[src/rtl/countdown_timer_strike_rate_defines.svh]
// assertion macros shared by the countdown timer rtl
`ifndef COUNTDOWN_TIMER_STRIKE_RATE_DEFINES_SVH
`define COUNTDOWN_TIMER_STRIKE_RATE_DEFINES_SVH

// antecedent implies consequent in the same cycle
`define CDTSR_ASSERT_IMPLIES(lbl, clk, rst_n, ante, cons, msg) \
    lbl: assert property (@(posedge clk) disable iff (!rst_n) (ante) |-> (cons)) \
        else $error(msg);

// condition never holds outside reset
`define CDTSR_ASSERT_NEVER(lbl, clk, rst_n, cond, msg) \
    lbl: assert property (@(posedge clk) disable iff (!rst_n) 1'b1 |-> !(cond)) \
        else $error(msg);

`endif

[src/rtl/cdtsr_pkg.sv]
// shared types and constants of the countdown timer
package cdtsr_pkg;

    localparam int unsigned DEF_TICKS_PER_SECOND = 1000000;

    localparam int TIME_W    = 31;
    localparam int ELAPSED_W = 24;
    localparam int STRIKE_W  = 3;
    localparam int LIM_W     = 2;
    localparam int DIGIT_W   = 4;
    localparam int LED_W     = 2;
    localparam int CFG_IDX_W = 2;

    localparam logic [TIME_W-1:0]    GAME_LEN_RESET   = 31'd300000000;
    localparam logic [LIM_W-1:0]     STRIKE_LIM_RESET = 2'd3;
    localparam logic [STRIKE_W-1:0]  STRIKE_MAX       = 3'd7;
    localparam logic [LED_W-1:0]     LED_BOTH_ON      = 2'd3;

    localparam logic [CFG_IDX_W-1:0] CFG_GAME_LEN     = 2'd0;
    localparam logic [CFG_IDX_W-1:0] CFG_STRIKE_LIMIT = 2'd1;

    localparam int MID_DEPTH = 2;
    localparam int OUT_DEPTH = 16;

    typedef enum logic [1:0] {
        REQ_START = 2'd0,
        REQ_TICK  = 2'd1,
        REQ_ADD   = 2'd2,
        REQ_SET   = 2'd3
    } t_req;

    typedef struct packed {
        logic [TIME_W-1:0]   remaining;
        logic [STRIKE_W-1:0] strikes;
        logic                tick;
        logic                limit;
    } t_job;

    typedef struct packed {
        logic [DIGIT_W-1:0]  digit_a;
        logic [DIGIT_W-1:0]  digit_b;
        logic [DIGIT_W-1:0]  digit_c;
        logic [DIGIT_W-1:0]  digit_d;
        logic                colon_on;
        logic                expired;
        logic                limit_reached;
        logic                display_changed;
        logic [STRIKE_W-1:0] strikes_now;
        logic [LED_W-1:0]    led_mode;
    } t_result;

endpackage

[src/rtl/cdtsr_fifo.sv]
// small register fifo with show-ahead read, depth a power of two
module cdtsr_fifo #(
    parameter int W     = 8,
    parameter int DEPTH = 2
) (
    input  logic         i_clk,
    input  logic         i_rst_n,
    input  logic         i_push,
    input  logic [W-1:0] i_data,
    output logic         o_full,
    input  logic         i_pop,
    output logic         o_empty,
    output logic [W-1:0] o_data
);
    localparam int AW = $clog2(DEPTH);

    logic [W-1:0]  r_mem [DEPTH];
    logic [AW-1:0] r_wr;
    logic [AW-1:0] r_rd;
    logic [AW:0]   r_cnt;
    logic          wr_en;
    logic          rd_en;

    assign o_full  = (r_cnt == (AW+1)'(DEPTH));
    assign o_empty = (r_cnt == '0);
    assign wr_en   = i_push && !o_full;
    assign rd_en   = i_pop && !o_empty;
    assign o_data  = r_mem[r_rd];

    always_ff @(posedge i_clk) begin
        if (!i_rst_n) begin
            r_wr  <= '0;
            r_rd  <= '0;
            r_cnt <= '0;
        end else begin
            if (wr_en) begin
                r_wr <= r_wr + AW'(1);
            end
            if (rd_en) begin
                r_rd <= r_rd + AW'(1);
            end
            r_cnt <= r_cnt + (AW+1)'(wr_en) - (AW+1)'(rd_en);
        end
    end

    always_ff @(posedge i_clk) begin
        if (wr_en) begin
            r_mem[r_wr] <= i_data;
        end
    end

endmodule

[src/rtl/cdtsr_cdiv.sv]
// pipelined divide by a constant: reciprocal multiply, back multiply, one correction
module cdtsr_cdiv #(
    parameter int              W  = 31,
    parameter longint unsigned D  = 10,
    parameter int              QW = 31,
    parameter int              RW = 4
) (
    input  logic          i_clk,
    input  logic [W-1:0]  i_x,
    output logic [QW-1:0] o_q,
    output logic [RW-1:0] o_r
);
    // floor(2^W / D) leaves the estimate at most one short
    localparam longint unsigned RECIP = (64'd1 << W) / D;
    localparam logic [W-1:0]    M     = W'(RECIP);
    localparam logic [W-1:0]    DW    = W'(D);

    logic [2*W-1:0] prod;
    logic [W-1:0]   r_x1;
    logic [W-1:0]   r_q1;
    logic [W-1:0]   r_x2;
    logic [W-1:0]   r_q2;
    logic [W-1:0]   r_p2;
    logic [W-1:0]   rem0;
    logic           fix;
    logic [QW-1:0]  r_q;
    logic [RW-1:0]  r_r;

    assign prod = (2*W)'(i_x) * (2*W)'(M);

    always_ff @(posedge i_clk) begin
        r_x1 <= i_x;
        r_q1 <= prod[2*W-1:W];
        r_x2 <= r_x1;
        r_q2 <= r_q1;
        r_p2 <= W'(r_q1 * DW);
    end

    assign rem0 = r_x2 - r_p2;
    assign fix  = (rem0 >= DW);

    always_ff @(posedge i_clk) begin
        r_q <= QW'(fix ? (r_q2 + W'(1)) : r_q2);
        r_r <= RW'(fix ? (rem0 - DW) : rem0);
    end

    assign o_q = r_q;
    assign o_r = r_r;

endmodule

[src/rtl/cdtsr_front.sv]
// front end: takes items, holds time and strike state, queues jobs for display
module cdtsr_front (
    input  logic                                 i_clk,
    input  logic                                 i_rst_n,
    input  logic                                 i_push,
    input  logic [1:0]                           i_req_type,
    input  logic [cdtsr_pkg::ELAPSED_W-1:0]      i_elapsed_us,
    input  logic [cdtsr_pkg::STRIKE_W-1:0]       i_strike_amount,
    input  logic                                 i_cfg_valid,
    input  logic [cdtsr_pkg::CFG_IDX_W-1:0]      i_cfg_index,
    input  logic [cdtsr_pkg::TIME_W-1:0]         i_cfg_data,
    input  logic                                 i_job_full,
    output logic                                 o_job_push,
    output cdtsr_pkg::t_job                      o_job
);
    import cdtsr_pkg::*;

    localparam int FACT_W = 4;
    localparam int PROD_W = ELAPSED_W + FACT_W;
    localparam int DEC_W  = PROD_W - 2;

    logic [TIME_W-1:0]   r_game_len;
    logic [LIM_W-1:0]    r_strike_lim;
    logic [TIME_W-1:0]   r_remaining;
    logic [STRIKE_W-1:0] r_strikes;
    logic [TIME_W-1:0]   n_game_len;
    logic [LIM_W-1:0]    n_strike_lim;
    logic [TIME_W-1:0]   n_remaining;
    logic [STRIKE_W-1:0] n_strikes;

    logic                accept;
    t_req                req;
    logic [FACT_W-1:0]   factor;
    logic [PROD_W-1:0]   prod;
    logic [DEC_W-1:0]    dec;
    logic [STRIKE_W:0]   sum;

    assign accept = i_push && !i_job_full;
    assign req    = t_req'(i_req_type);

    // rate goes up by a quarter per strike, rounded up
    assign factor = FACT_W'(4) + FACT_W'(r_strikes);
    assign prod   = PROD_W'(i_elapsed_us) * PROD_W'(factor);
    assign dec    = DEC_W'((prod + PROD_W'(3)) >> 2);
    assign sum    = (STRIKE_W+1)'(r_strikes) + (STRIKE_W+1)'(i_strike_amount);

    always_comb begin
        n_game_len   = r_game_len;
        n_strike_lim = r_strike_lim;
        if (i_cfg_valid) begin
            unique case (i_cfg_index)
                CFG_GAME_LEN:     n_game_len   = i_cfg_data;
                CFG_STRIKE_LIMIT: n_strike_lim = i_cfg_data[LIM_W-1:0];
                default:          ;
            endcase
        end
    end

    always_comb begin
        n_remaining = r_remaining;
        n_strikes   = r_strikes;
        if (accept) begin
            unique case (req)
                REQ_START: n_remaining = r_game_len;
                REQ_TICK: begin
                    if (TIME_W'(dec) >= r_remaining) begin
                        n_remaining = '0;
                    end else begin
                        n_remaining = r_remaining - TIME_W'(dec);
                    end
                end
                REQ_ADD: begin
                    if (sum > (STRIKE_W+1)'(STRIKE_MAX)) begin
                        n_strikes = STRIKE_MAX;
                    end else begin
                        n_strikes = sum[STRIKE_W-1:0];
                    end
                end
                REQ_SET: n_strikes = i_strike_amount;
            endcase
        end
    end

    always_ff @(posedge i_clk) begin
        if (!i_rst_n) begin
            r_game_len   <= GAME_LEN_RESET;
            r_strike_lim <= STRIKE_LIM_RESET;
            r_remaining  <= '0;
            r_strikes    <= '0;
        end else begin
            r_game_len   <= n_game_len;
            r_strike_lim <= n_strike_lim;
            r_remaining  <= n_remaining;
            r_strikes    <= n_strikes;
        end
    end

    assign o_job_push      = accept;
    assign o_job.remaining = n_remaining;
    assign o_job.strikes   = n_strikes;
    assign o_job.tick      = accept && (req == REQ_TICK);
    assign o_job.limit     = (n_strikes >= STRIKE_W'(r_strike_lim));

endmodule

[src/rtl/cdtsr_back.sv]
// back end: turns remaining time into display digits and flags, ten pipeline stages
module cdtsr_back #(
    parameter int unsigned TICKS_PER_SECOND = cdtsr_pkg::DEF_TICKS_PER_SECOND
) (
    input  logic                 i_clk,
    input  logic                 i_rst_n,
    input  logic                 i_job_empty,
    input  cdtsr_pkg::t_job      i_job,
    output logic                 o_job_pop,
    output logic                 o_res_push,
    output cdtsr_pkg::t_result   o_res,
    input  logic                 i_res_pop
);
    import cdtsr_pkg::*;

    localparam longint unsigned T_L       = TICKS_PER_SECOND;
    localparam longint unsigned TENTH_L   = T_L / 10;
    localparam longint unsigned HUND_L    = T_L / 100;
    localparam longint unsigned MINUTE_L  = 60 * T_L;
    localparam longint unsigned TIME_MAX  = (64'd1 << TIME_W) - 1;
    localparam int SEC_W   = $clog2(TIME_MAX / T_L + 1);
    localparam int FRAC_W  = $clog2(T_L);
    localparam int MIN_W   = $clog2(((64'd1 << SEC_W) - 1) / 60 + 1);
    localparam int TEN_W   = $clog2(((64'd1 << MIN_W) - 1) / 10 + 1);
    localparam int SUB_W   = $clog2(MINUTE_L);
    localparam int SUBQ_W  = $clog2(((64'd1 << SUB_W) - 1) / TENTH_L + 1);
    localparam int TENR_W  = $clog2(TENTH_L);
    localparam int SECR_W  = $clog2(60);
    localparam int LAST    = 9;
    localparam int CRED_W  = $clog2(OUT_DEPTH + 1);

    typedef struct packed {
        logic                zero;
        logic                ge_min;
        logic                tick;
        logic                limit;
        logic [STRIKE_W-1:0] strikes;
    } t_side;

    logic [CRED_W-1:0]  r_used;
    logic               issue;
    logic [LAST:0]      r_vld;
    t_job               r_job0;
    t_side              n_side0;
    t_side              r_side [1:LAST];

    logic [SEC_W-1:0]   sec_q;
    logic [FRAC_W-1:0]  frac_r;
    logic [TENR_W-1:0]  tenth_r;
    logic [MIN_W-1:0]   min_q;
    logic [SECR_W-1:0]  sec_r;
    logic [TEN_W-1:0]   tens_q;
    logic [DIGIT_W-1:0] mins_r;

    logic [DIGIT_W-1:0] n_frac_c;
    logic [DIGIT_W-1:0] n_frac_d;
    logic [DIGIT_W-1:0] r_frac_c [4:LAST];
    logic [DIGIT_W-1:0] r_frac_d [4:LAST];
    logic [DIGIT_W-1:0] n_sec_t;
    logic [DIGIT_W-1:0] n_sec_o;
    logic [DIGIT_W-1:0] r_sec_t [7:LAST];
    logic [DIGIT_W-1:0] r_sec_o [7:LAST];

    logic [4*DIGIT_W-1:0] r_prev;
    logic [4*DIGIT_W-1:0] shown;
    logic                 changed;
    t_side                side_l;
    t_result              res;

    // credit covers every item in flight plus those parked in the result queue
    assign issue     = !i_job_empty && (r_used != CRED_W'(OUT_DEPTH));
    assign o_job_pop = issue;

    always_ff @(posedge i_clk) begin
        if (!i_rst_n) begin
            r_used <= '0;
            r_vld  <= '0;
        end else begin
            r_used <= r_used + CRED_W'(issue) - CRED_W'(i_res_pop);
            r_vld  <= {r_vld[LAST-1:0], issue};
        end
    end

    always_ff @(posedge i_clk) begin
        r_job0 <= i_job;
    end

    always_comb begin
        n_side0.zero    = (r_job0.remaining == '0);
        n_side0.ge_min  = (r_job0.remaining >= TIME_W'(MINUTE_L));
        n_side0.tick    = r_job0.tick;
        n_side0.limit   = r_job0.limit;
        n_side0.strikes = r_job0.strikes;
    end

    always_ff @(posedge i_clk) begin
        r_side[1] <= n_side0;
        for (int k = 2; k <= LAST; k++) begin
            r_side[k] <= r_side[k-1];
        end
    end

    // stage 0 -> 3: whole seconds and ticks within the second
    cdtsr_cdiv #(.W(TIME_W), .D(T_L), .QW(SEC_W), .RW(FRAC_W)) u_div_sec (
        .i_clk (i_clk),
        .i_x   (r_job0.remaining),
        .o_q   (sec_q),
        .o_r   (frac_r)
    );

    // stage 0 -> 3: ticks within the tenth, only meaningful under a minute
    cdtsr_cdiv #(.W(SUB_W), .D(TENTH_L), .QW(SUBQ_W), .RW(TENR_W)) u_div_tenth (
        .i_clk (i_clk),
        .i_x   (r_job0.remaining[SUB_W-1:0]),
        .o_q   (),
        .o_r   (tenth_r)
    );

    // stage 3 -> 6: minutes and seconds within the minute
    cdtsr_cdiv #(.W(SEC_W), .D(64'd60), .QW(MIN_W), .RW(SECR_W)) u_div_min (
        .i_clk (i_clk),
        .i_x   (sec_q),
        .o_q   (min_q),
        .o_r   (sec_r)
    );

    // stage 6 -> 9: tens of minutes and minutes
    cdtsr_cdiv #(.W(MIN_W), .D(64'd10), .QW(TEN_W), .RW(DIGIT_W)) u_div_ten (
        .i_clk (i_clk),
        .i_x   (min_q),
        .o_q   (tens_q),
        .o_r   (mins_r)
    );

    // tenths and hundredths, counting thresholds gives the clamp at nine for free
    always_comb begin
        n_frac_c = '0;
        n_frac_d = '0;
        for (int k = 1; k <= 9; k++) begin
            if (64'(frac_r) >= 64'(k) * TENTH_L) begin
                n_frac_c = n_frac_c + DIGIT_W'(1);
            end
            if (64'(tenth_r) >= 64'(k) * HUND_L) begin
                n_frac_d = n_frac_d + DIGIT_W'(1);
            end
        end
    end

    always_comb begin
        n_sec_t = '0;
        for (int k = 1; k <= 5; k++) begin
            if (sec_r >= SECR_W'(10 * k)) begin
                n_sec_t = n_sec_t + DIGIT_W'(1);
            end
        end
        n_sec_o = DIGIT_W'(sec_r - SECR_W'(n_sec_t) * SECR_W'(10));
    end

    always_ff @(posedge i_clk) begin
        r_frac_c[4] <= n_frac_c;
        r_frac_d[4] <= n_frac_d;
        for (int k = 5; k <= LAST; k++) begin
            r_frac_c[k] <= r_frac_c[k-1];
            r_frac_d[k] <= r_frac_d[k-1];
        end
        r_sec_t[7] <= n_sec_t;
        r_sec_o[7] <= n_sec_o;
        for (int k = 8; k <= LAST; k++) begin
            r_sec_t[k] <= r_sec_t[k-1];
            r_sec_o[k] <= r_sec_o[k-1];
        end
    end

    assign side_l = r_side[LAST];

    always_comb begin
        res = '0;
        if (side_l.zero) begin
            res.digit_a = '0;
        end else if (side_l.ge_min) begin
            res.digit_a = (32'(tens_q) >= 32'd9) ? DIGIT_W'(9) : DIGIT_W'(tens_q);
            res.digit_b = mins_r;
            res.digit_c = r_sec_t[LAST];
            res.digit_d = r_sec_o[LAST];
        end else begin
            res.digit_a = r_sec_t[LAST];
            res.digit_b = r_sec_o[LAST];
            res.digit_c = r_frac_c[LAST];
            res.digit_d = r_frac_d[LAST];
        end
        shown = {res.digit_a, res.digit_b, res.digit_c, res.digit_d};
        // under a minute only the seconds pair counts as a change
        if (side_l.ge_min) begin
            changed = side_l.tick && (shown != r_prev);
        end else begin
            changed = side_l.tick &&
                      (shown[4*DIGIT_W-1:2*DIGIT_W] != r_prev[4*DIGIT_W-1:2*DIGIT_W]);
        end
        res.colon_on        = !side_l.zero;
        res.expired         = side_l.zero;
        res.limit_reached   = side_l.limit;
        res.display_changed = changed;
        res.strikes_now     = side_l.strikes;
        res.led_mode        = (side_l.strikes >= STRIKE_W'(LED_BOTH_ON)) ?
                              LED_BOTH_ON : side_l.strikes[LED_W-1:0];
    end

    always_ff @(posedge i_clk) begin
        if (!i_rst_n) begin
            r_prev <= '0;
        end else if (r_vld[LAST] && changed) begin
            r_prev <= shown;
        end
    end

    assign o_res_push = r_vld[LAST];
    assign o_res      = res;

endmodule

[src/rtl/countdown_timer_strike_rate.sv]
// Countdown timer with strike-scaled rate and mm:ss / ss.hh digit readout. One item is
// taken per clock while the job queue is not full: the front end updates the remaining
// time and strike count in the cycle an item is accepted and drops a job into a two-entry
// queue; the back end is a ten-stage pipeline of constant-divisor units (reciprocal
// multiply, back multiply, one correction) that splits the time into digits, and its
// results park in a sixteen-entry result queue. The back end keeps issuing as long as
// fewer than sixteen results are in flight or waiting, so with pop held high the block
// sustains one item per cycle. Configuration writes are always ready and take effect at once.
`include "countdown_timer_strike_rate_defines.svh"

module countdown_timer_strike_rate #(
    parameter int unsigned TICKS_PER_SECOND = cdtsr_pkg::DEF_TICKS_PER_SECOND
) (
    input  logic                              i_clk,
    input  logic                              i_rst_n,
    input  logic                              push,
    output logic                              full,
    input  logic [1:0]                        i_req_type,
    input  logic [cdtsr_pkg::ELAPSED_W-1:0]   i_elapsed_us,
    input  logic [cdtsr_pkg::STRIKE_W-1:0]    i_strike_amount,
    output logic                              empty,
    input  logic                              pop,
    output logic [cdtsr_pkg::DIGIT_W-1:0]     o_digit_a,
    output logic [cdtsr_pkg::DIGIT_W-1:0]     o_digit_b,
    output logic [cdtsr_pkg::DIGIT_W-1:0]     o_digit_c,
    output logic [cdtsr_pkg::DIGIT_W-1:0]     o_digit_d,
    output logic                              o_colon_on,
    output logic                              o_expired,
    output logic                              o_limit_reached,
    output logic                              o_display_changed,
    output logic [cdtsr_pkg::STRIKE_W-1:0]    o_strikes_now,
    output logic [cdtsr_pkg::LED_W-1:0]       o_led_mode,
    input  logic                              i_cfg_valid,
    output logic                              o_cfg_ready,
    input  logic [cdtsr_pkg::CFG_IDX_W-1:0]   i_cfg_index,
    input  logic [cdtsr_pkg::TIME_W-1:0]      i_cfg_data
);
    import cdtsr_pkg::*;

    localparam int JOB_W = $bits(t_job);
    localparam int RES_W = $bits(t_result);

    logic    job_push;
    logic    job_full;
    logic    job_empty;
    logic    job_pop;
    t_job    job_in;
    t_job    job_out;
    logic    res_push;
    logic    res_full;
    logic    res_take;
    t_result res_in;
    t_result res_out;
    logic    digits_zero;

    assign o_cfg_ready = 1'b1;
    assign full        = job_full;
    assign res_take    = pop && !empty;

    cdtsr_front u_front (
        .i_clk           (i_clk),
        .i_rst_n         (i_rst_n),
        .i_push          (push),
        .i_req_type      (i_req_type),
        .i_elapsed_us    (i_elapsed_us),
        .i_strike_amount (i_strike_amount),
        .i_cfg_valid     (i_cfg_valid),
        .i_cfg_index     (i_cfg_index),
        .i_cfg_data      (i_cfg_data),
        .i_job_full      (job_full),
        .o_job_push      (job_push),
        .o_job           (job_in)
    );

    cdtsr_fifo #(.W(JOB_W), .DEPTH(MID_DEPTH)) u_job_q (
        .i_clk   (i_clk),
        .i_rst_n (i_rst_n),
        .i_push  (job_push),
        .i_data  (job_in),
        .o_full  (job_full),
        .i_pop   (job_pop),
        .o_empty (job_empty),
        .o_data  (job_out)
    );

    cdtsr_back #(.TICKS_PER_SECOND(TICKS_PER_SECOND)) u_back (
        .i_clk       (i_clk),
        .i_rst_n     (i_rst_n),
        .i_job_empty (job_empty),
        .i_job       (job_out),
        .o_job_pop   (job_pop),
        .o_res_push  (res_push),
        .o_res       (res_in),
        .i_res_pop   (res_take)
    );

    cdtsr_fifo #(.W(RES_W), .DEPTH(OUT_DEPTH)) u_res_q (
        .i_clk   (i_clk),
        .i_rst_n (i_rst_n),
        .i_push  (res_push),
        .i_data  (res_in),
        .o_full  (res_full),
        .i_pop   (pop),
        .o_empty (empty),
        .o_data  (res_out)
    );

    assign o_digit_a         = res_out.digit_a;
    assign o_digit_b         = res_out.digit_b;
    assign o_digit_c         = res_out.digit_c;
    assign o_digit_d         = res_out.digit_d;
    assign o_colon_on        = res_out.colon_on;
    assign o_expired         = res_out.expired;
    assign o_limit_reached   = res_out.limit_reached;
    assign o_display_changed = res_out.display_changed;
    assign o_strikes_now     = res_out.strikes_now;
    assign o_led_mode        = res_out.led_mode;

    assign digits_zero = (o_digit_a == '0) && (o_digit_b == '0) &&
                         (o_digit_c == '0) && (o_digit_d == '0);

    `CDTSR_ASSERT_NEVER(a_job_overflow, i_clk, i_rst_n, job_push && job_full, "job overflow")
    `CDTSR_ASSERT_NEVER(a_res_overflow, i_clk, i_rst_n, res_push && res_full, "result overflow")
    `CDTSR_ASSERT_IMPLIES(a_expired_zero, i_clk, i_rst_n, !empty && o_expired, digits_zero, "nonzero at expiry")

endmodule

[config.mk]
export PLATFORM = sky130hd
export DESIGN_NAME = countdown_timer_strike_rate
export DESIGN_NICKNAME = d
export VERILOG_FILES = /design/src/rtl/cdtsr_pkg.sv /design/src/rtl/cdtsr_fifo.sv /design/src/rtl/cdtsr_cdiv.sv /design/src/rtl/cdtsr_front.sv /design/src/rtl/cdtsr_back.sv /design/src/rtl/countdown_timer_strike_rate.sv
export VERILOG_INCLUDE_DIRS = /design/src /design/src/rtl
export SDC_FILE = /design/constraint.sdc
export NUM_CORES = 2
export LEC_CHECK = 0
export BUFFER_PORTS_ARGS = -buffer_cell sky130_fd_sc_hd__buf_2
export CORE_MARGIN = 5
export CORE_UTILIZATION = 60
export CTS_BUF_LIST = sky130_fd_sc_hd__clkbuf_4 sky130_fd_sc_hd__clkbuf_8 sky130_fd_sc_hd__clkbuf_16
export CTS_CLUSTER_SIZE = 30
export DETAILED_ROUTE_END_ITERATION = 6
export HOLD_SLACK_MARGIN = 0.08
export PLACE_DENSITY_LB_ADDON = 0.05
export SLEW_MARGIN = 30
export SYNTH_ARGS = -nofsm -noshare
export SYNTH_HDL_FRONTEND = slang
export SYNTH_SLANG_ARGS = --single-unit
[constraint.sdc]
create_clock -name i_clk -period 18.9 [get_ports i_clk]
set_clock_uncertainty 0.05 [all_clocks]
set_input_delay 3.78 -clock i_clk [delete_from_list [all_inputs] [get_ports i_clk]]
set_output_delay 3.78 -clock i_clk [all_outputs]
set_load 0.02 [all_outputs]
=== After elaboration in Yosys (flattened, before gate mapping) ===
Memory sizes are Yosys's and may differ from the RTL's. A register that Yosys moved wholly into a read port is not among the register bits.
Cells that the tools add are included.

* Bits in registers: 455
* RAM bits: 607
* Input port bits: 67
* Word-level logic and storage cells: 214
* Memories kept: 7

* $add $sub $neg: 46
* Multiply operators: 10
* Magnitude comparators: 33
* Equality and inequality tests: 9
* Muxes and demuxes: 48
* Reduce and logical (&&, ||, !) cells: 22

{| class="wikitable"
|+ Memory list
! name !! words !! bits a word !! read ports !! clocked after memory_dff !! wr ports !! line !! text
|-
| u_res_q.r_mem || 16 || 25 || 1 || 1 || 1 || cdtsr_fifo.sv:17 || <nowiki>logic [W-1:0] r_mem [DEPTH];</nowiki>
|-
| u_job_q.r_mem || 2 || 36 || 1 || 1 || 1 || cdtsr_fifo.sv:17 ||
|-
| u_back.r_side || 9 || 7 || 9 || 0 || 9 || cdtsr_back.sv:45 || <nowiki>t_side r_side [1:LAST];</nowiki>
|-
| u_back.r_frac_c || 6 || 4 || 6 || 0 || 6 || cdtsr_back.sv:57 || <nowiki>logic [DIGIT_W-1:0] r_frac_c [4:LAST];</nowiki>
|-
| u_back.r_frac_d || 6 || 4 || 6 || 0 || 6 || cdtsr_back.sv:58 || <nowiki>logic [DIGIT_W-1:0] r_frac_d [4:LAST];</nowiki>
|-
| u_back.r_sec_o || 3 || 4 || 3 || 0 || 3 || cdtsr_back.sv:62 || <nowiki>logic [DIGIT_W-1:0] r_sec_o [7:LAST];</nowiki>
|-
| +1 memories || n/a || n/a || n/a || n/a || n/a || n/a ||
|}

{| class="wikitable"
|+ Operators by type and width
! kind !! number
|-
| $mux 4 || 26
|-
| $add 4x1->4 const B || 20
|-
| $ge 20x20->1 const B || 4
|-
| $mux 31 || 2
|-
| $pmux 31 s2 || 1
|-
| $ge 20x19->1 const B || 3
|-
| $ge 17x16->1 const B || 3
|-
| $ge 17x17->1 const B || 3
|-
| $mul 31x12->43 const B || 1
|-
| $mul 26x10->36 const B || 1
|-
| $ge 17x15->1 const B || 2
|-
| $ge 26x31->1 || 1
|-
| $ge 31x20->1 const B || 1
|-
| $ge 31x26->1 const B || 1
|-
| $logic_not 31->1 || 1
|-
| $sub 31x26->31 || 1
|-
| $sub 31x31->31 || 1
|-
| $add 28x2->28 const B || 1
|-
| $mul 24x4->28 || 1
|-
| $ge 26x17->1 const B || 1
|-
| $sub 26x26->26 || 1
|-
| $mul 12x14->25 const B || 1
|-
| $mux 12 || 2
|-
| $mul 10x12->21 const B || 1
|-
| other kinds (54) || 88
|}

=== Longest topological paths before layout ===
* Word-level depth: 18
* Mapped depth: 31

=== By module ===
A second synthesis with hierarchy kept.

* Cells, all modules: 5116
* Area, all modules: 60748.3 µm²

{| class="wikitable"
|+ Modules (own cells, without submodules)
! module !! times used !! cells an instance !! area an instance (µm²) !! sequential area each (µm²)
|-
| cdtsr_fifo at u_res_q || 1 || 720 || 15896.5 || 12351.8
|-
| cdtsr_cdiv at u_back.u_div_sec || 1 || 1193 || 12055.3 || 2802.7
|-
| cdtsr_cdiv at u_back.u_div_tenth || 1 || 1028 || 10714.0 || 2362.3
|-
| cdtsr_back || 1 || 728 || 7718.7 || 4043.9
|-
| cdtsr_front || 1 || 952 || 7221.9 || 1341.3
|-
| cdtsr_fifo at u_job_q || 1 || 139 || 2985.4 || 2262.2
|-
| cdtsr_cdiv at u_back.u_div_min || 1 || 249 || 2825.2 || 1201.2
|-
| cdtsr_cdiv at u_back.u_div_ten || 1 || 104 || 1306.3 || 680.7
|-
| countdown_timer_strike_rate || 1 || 3 || 25.0 || 0.0
|}

=== Least setup slack after synthesis ===
OpenSTA, ideal clock, no wires.

* Path type: input port to flip-flop
* From: input port i_elapsed_us[1] (netlist name)
* To: memory u_job_q.r_mem[0][35] (netlist name), data pin
* Library setup time: 265 ps
* Data arrival time: 9233 ps
* Data required time: 18585 ps
* Setup slack: 9352 ps
* Cell stages on the path: 26
* Path buffers: 1
* Cells stage by stage: mux2_2 -> ha_1 -> inv_1 -> fa_1 -> inv_1 -> ha_1 -> a21o_1 -> a2111oi_0 -> o21ai_1 -> a31oi_1 -> nor4_1 -> o311ai_0 -> nand2b_1 -> a21oi_1 -> nor2b_1 -> o21a_1 -> or2_2 -> ha_1 -> nand2_1 -> nand2b_1 -> or4_1 -> o21ai_2 -> or2_1 -> buf_2 -> a21oi_1 -> or2_2

{| class="wikitable"
|+ RTL lines
! element !! line !! text
|-
| from (decl) || countdown_timer_strike_rate.sv:19 || <nowiki>input logic [cdtsr_pkg::ELAPSED_W-1:0] i_elapsed_us,</nowiki>
|-
| to (decl) || cdtsr_fifo.sv:17 ||
|}

==> flow_summary.yaml <==
clocking:
  number_of_buffers_added_to_fix_hold_violations_after_cts: 0
  clock_tree.htree_level_count: 3
  clockRootBuffer: "sky130_fd_sc_hd__clkbuf_16"
  cts.sinks: 1035
  cts_made_buffers: 102
  worstSkewPairLatency_ns: 0.68
  clock_tree.buffer_depth: 3
  cts_post_setup_buffers_inserted: 0
  postCtsResizedCells: 0
  cts.clk_slew.worst_paths_ns: 0.06
  cts_tree: "done"
die:
  chipWidth_um: 318
  initial_core_util_pct: 60.7
  ios: 95
  core_area_um2: 93600
  fp.dieH_um: 318
  floorplan.die_area_um2: 101000
  rows: 112
synth:
  mappedNetlistNets: 5704
  synth_area_per_cell_um2: 12.1
  synth_flop_cell: "sky130_fd_sc_hd__dfxtp_1"
  synth-seq-cells: 1035
  synthTopCellsByArea: "sky130_fd_sc_hd__edfxtp_1 (25%), sky130_fd_sc_hd__dfxtp_1 (20%), sky130_fd_sc_hd__ha_1 (15%), sky130_fd_sc_hd__fa_1 (10%), sky130_fd_sc_hd__mux4_2 (5.0%)"
  async_flop_share_pct: 0
  synth_top_cell_area_share_pct: 24.9
  synth-edff-count: 472
  yosysSeqAreaShare_pct: 44.8
  netlist-cell-type-count: 95
  syn-cell-area_um2: 56800
  yosys_warns: 0
  synth_top_cell_by_area: "sky130_fd_sc_hd__edfxtp_1"
  postSynthCellCount: 4689
sta:
  max_freq_mhz: 99.5
  finalSetupViolCount: 0
  finalCriticalPeriod_ns: 10.05
  rsz0062_at_grt: "no"
  finalCritPeriodShare_pct: 53.2
  slew_headroom_pct: 34.4
  setup_total_negative_slack_ns: 0
  final-hold-violation-count: 0
  timing.final.max_slew_violations: 0
  worstMarginPinSlew_ns: 0.983
layout:
  areaGrowthSynthToFinish_pct: 10.5
  layout-drive-gt1-share_pct: 12.4
  num-nets-final: 5846
  nFillCells: 7111
  commonest_cells_after_routing_fill_and_taps_aside: "sky130_fd_sc_hd__ha_1 (664), sky130_fd_sc_hd__inv_1 (626), sky130_fd_sc_hd__dfxtp_1 (559), sky130_fd_sc_hd__edfxtp_1 (472), sky130_fd_sc_hd__fa_1 (284)"
  layout.cells.most_common: "sky130_fd_sc_hd__ha_1"
  post-route-cell-area_um2: 62800
drt:
  drtPass1Iterations: 5
  detailroute.via_count: 34500
  detail_route.wirelength_um: 122000
  avgViaCountPerCell: 5.59
  routed_wire_length_per_instance_um: 19.7
  drt_drc_violations_left: 0
  antenna_violating_nets_post_route: 0
  detail_route.iter0.violations: 2193
global_route:
  global_route_wire_length_before_repair_um: 195000
  initial_antenna_violation_count: 8
  maximum_number_of_pins_on_one_net_before_global_route_repair: 65
  grt.total_usage_pct: 24.3
  gr-total-overflow: 0
  first_global_vias: 35100
critical_path:
  timing.critical_path.fanout_max: 23
  setup.worst_path.start_class: "input pin"
  reg2reg_depth: 26
  cp.required_ns: 19.27
  critical_path.endpoint_type: "flip-flop"
  worst-setup-path-type: "in -> reg"
  worst_ep_arrival_ns: 10.42
hold_path:
  worst_hold_path_type: "reg -> reg"
  hold_path_depth: 0
placed_design:
  detailedPlacementHpwl_um: 87900
  postPlaceCellArea_um2: 59200
  place.gp.congestion: 0.882
  placement.io_buffers: 93
status:
  run_status: "complete, no violations"
run:
  max_cap_viol_count: 0
cells by family (layout without fill, tap and decap cells):
family,Yosys count,after routing,share of synthesized area (%)
adders and majority gates,948,948,24.6
and+or+nand+nor,842,842,7.18
xor gates and xnor gates,266,266,4.13
muxes,236,236,7.06
other,1,2,0.00660
buffers and inverters,737,968,4.94
AOI/OAI and AO/OA,624,624,7.29
DFF,1035,1035,44.8
sequential cells by signal, indices dropped and copies added, names as in the netlist, 12 cells and up, named ones only:
signal                   count
u_res_q.r_mem              400
u_job_q.r_mem               72
u_back.r_side               63
u_back.r_job0               31
u_back.u_div_sec.r_x1       31
u_back.u_div_sec.r_x2       31
u_front.r_game_len          31
u_front.r_remaining         31
u_back.u_div_sec.r_p2       25
u_back.r_frac_c             24
u_back.r_frac_d             24
u_back.u_div_tenth.r_p2     21
u_back.r_prev               16
u_back.u_div_sec.o_r        16
u_back.r_sec_o              12
u_back.r_sec_t              12
u_back.u_div_min.r_x1       12
u_back.u_div_min.r_x2       12
u_back.u_div_sec.o_q        12
u_back.u_div_sec.r_q1       12
u_back.u_div_tenth.o_r      12
metrics by stage:
step	hold WS [ns]	setup slack [ns]	std cells	utilization [%]
6_report	0.255	8.85	6175	67.1
3_3_place_gp	0.260	7.97	5970	62.9
2_1_floorplan	0.260	9.35	4689	-
4_1_cts	0.255	8.61	6174	67.1
5_1_grt	0.254	8.33	6174	67.1
3_5_place_dp	0.262	7.92	5981	63.2
worst max-delay path: stages:
cell and delay (ns):
sky130_fd_sc_hd__buf_2 0.11, sky130_fd_sc_hd__mux2_2 0.26, sky130_fd_sc_hd__ha_1 0.27, sky130_fd_sc_hd__inv_1 0.05, sky130_fd_sc_hd__fa_1 0.52, sky130_fd_sc_hd__inv_1 0.04, sky130_fd_sc_hd__ha_1 0.33, sky130_fd_sc_hd__a21o_1 0.20
sky130_fd_sc_hd__a2111oi_0 0.40, sky130_fd_sc_hd__o21ai_1 0.15, sky130_fd_sc_hd__a31oi_1 0.34, sky130_fd_sc_hd__nor4_1 0.12, sky130_fd_sc_hd__o311ai_0 0.44, sky130_fd_sc_hd__nand2b_1 0.15, sky130_fd_sc_hd__a21oi_1 0.27, sky130_fd_sc_hd__nor2b_1 0.09
sky130_fd_sc_hd__o21a_1 0.19, sky130_fd_sc_hd__or2_2 0.30, sky130_fd_sc_hd__ha_1 0.35, sky130_fd_sc_hd__nand2_1 0.13, sky130_fd_sc_hd__nand2b_1 0.09, sky130_fd_sc_hd__or4_1 0.42, sky130_fd_sc_hd__o21ai_2 0.39, sky130_fd_sc_hd__or2_2 0.57
sky130_fd_sc_hd__a21oi_1 0.11, sky130_fd_sc_hd__or2_2 0.33
cell usage after synthesis, drive strengths merged, types with 79 or more instances:
master	n
xnor2	176
nand2	231
nor2	228
mux4	125
xor2	90
a21oi	155
inv	629
o21ai	135
fa	284
ha	664
dfxtp	563
and2	79
edfxtp	472
metal layers:
metal  track usage, %  part of all wire, %
met5                0               0.0090
met1             32.3                   43
met2             41.7                   49
met3             3.90                  5.2
met4             6.68                  2.8
layout make-up:
class / instances / area, um^2 / share of cell area (%)
clock buffer: 147 / 3100 / 4.94
clock inverter: 46 / 519 / 0.827
multi-input combinational: 2917 / 28700 / 45.8
timing repair buffer: 146 / 1050 / 1.68
antenna: 1 / 2.50 / 0.00398
sequential: 1035 / 25500 / 40.5
inverter: 629 / 2360 / 3.76
tap: 1254 / 1570 / 2.50
final timing paths:
path                                                from                  endpoint  slack, ns
worst max-delay path                     i_elapsed_us[1]      u_job_q.r_mem[1][35]       8.85
worst min-delay path            u_back.u_div_sec.r_x1[5]  u_back.u_div_sec.r_x2[5]       0.26
worst max register to register      u_front.r_strikes[2]      u_job_q.r_mem[1][35]      11.28
worst min register to register  u_back.u_div_sec.r_x1[5]  u_back.u_div_sec.r_x2[5]       0.26
Power is not shown: default switching activity piles up to over one toggle a cycle in this logic, so the estimate is an artifact.
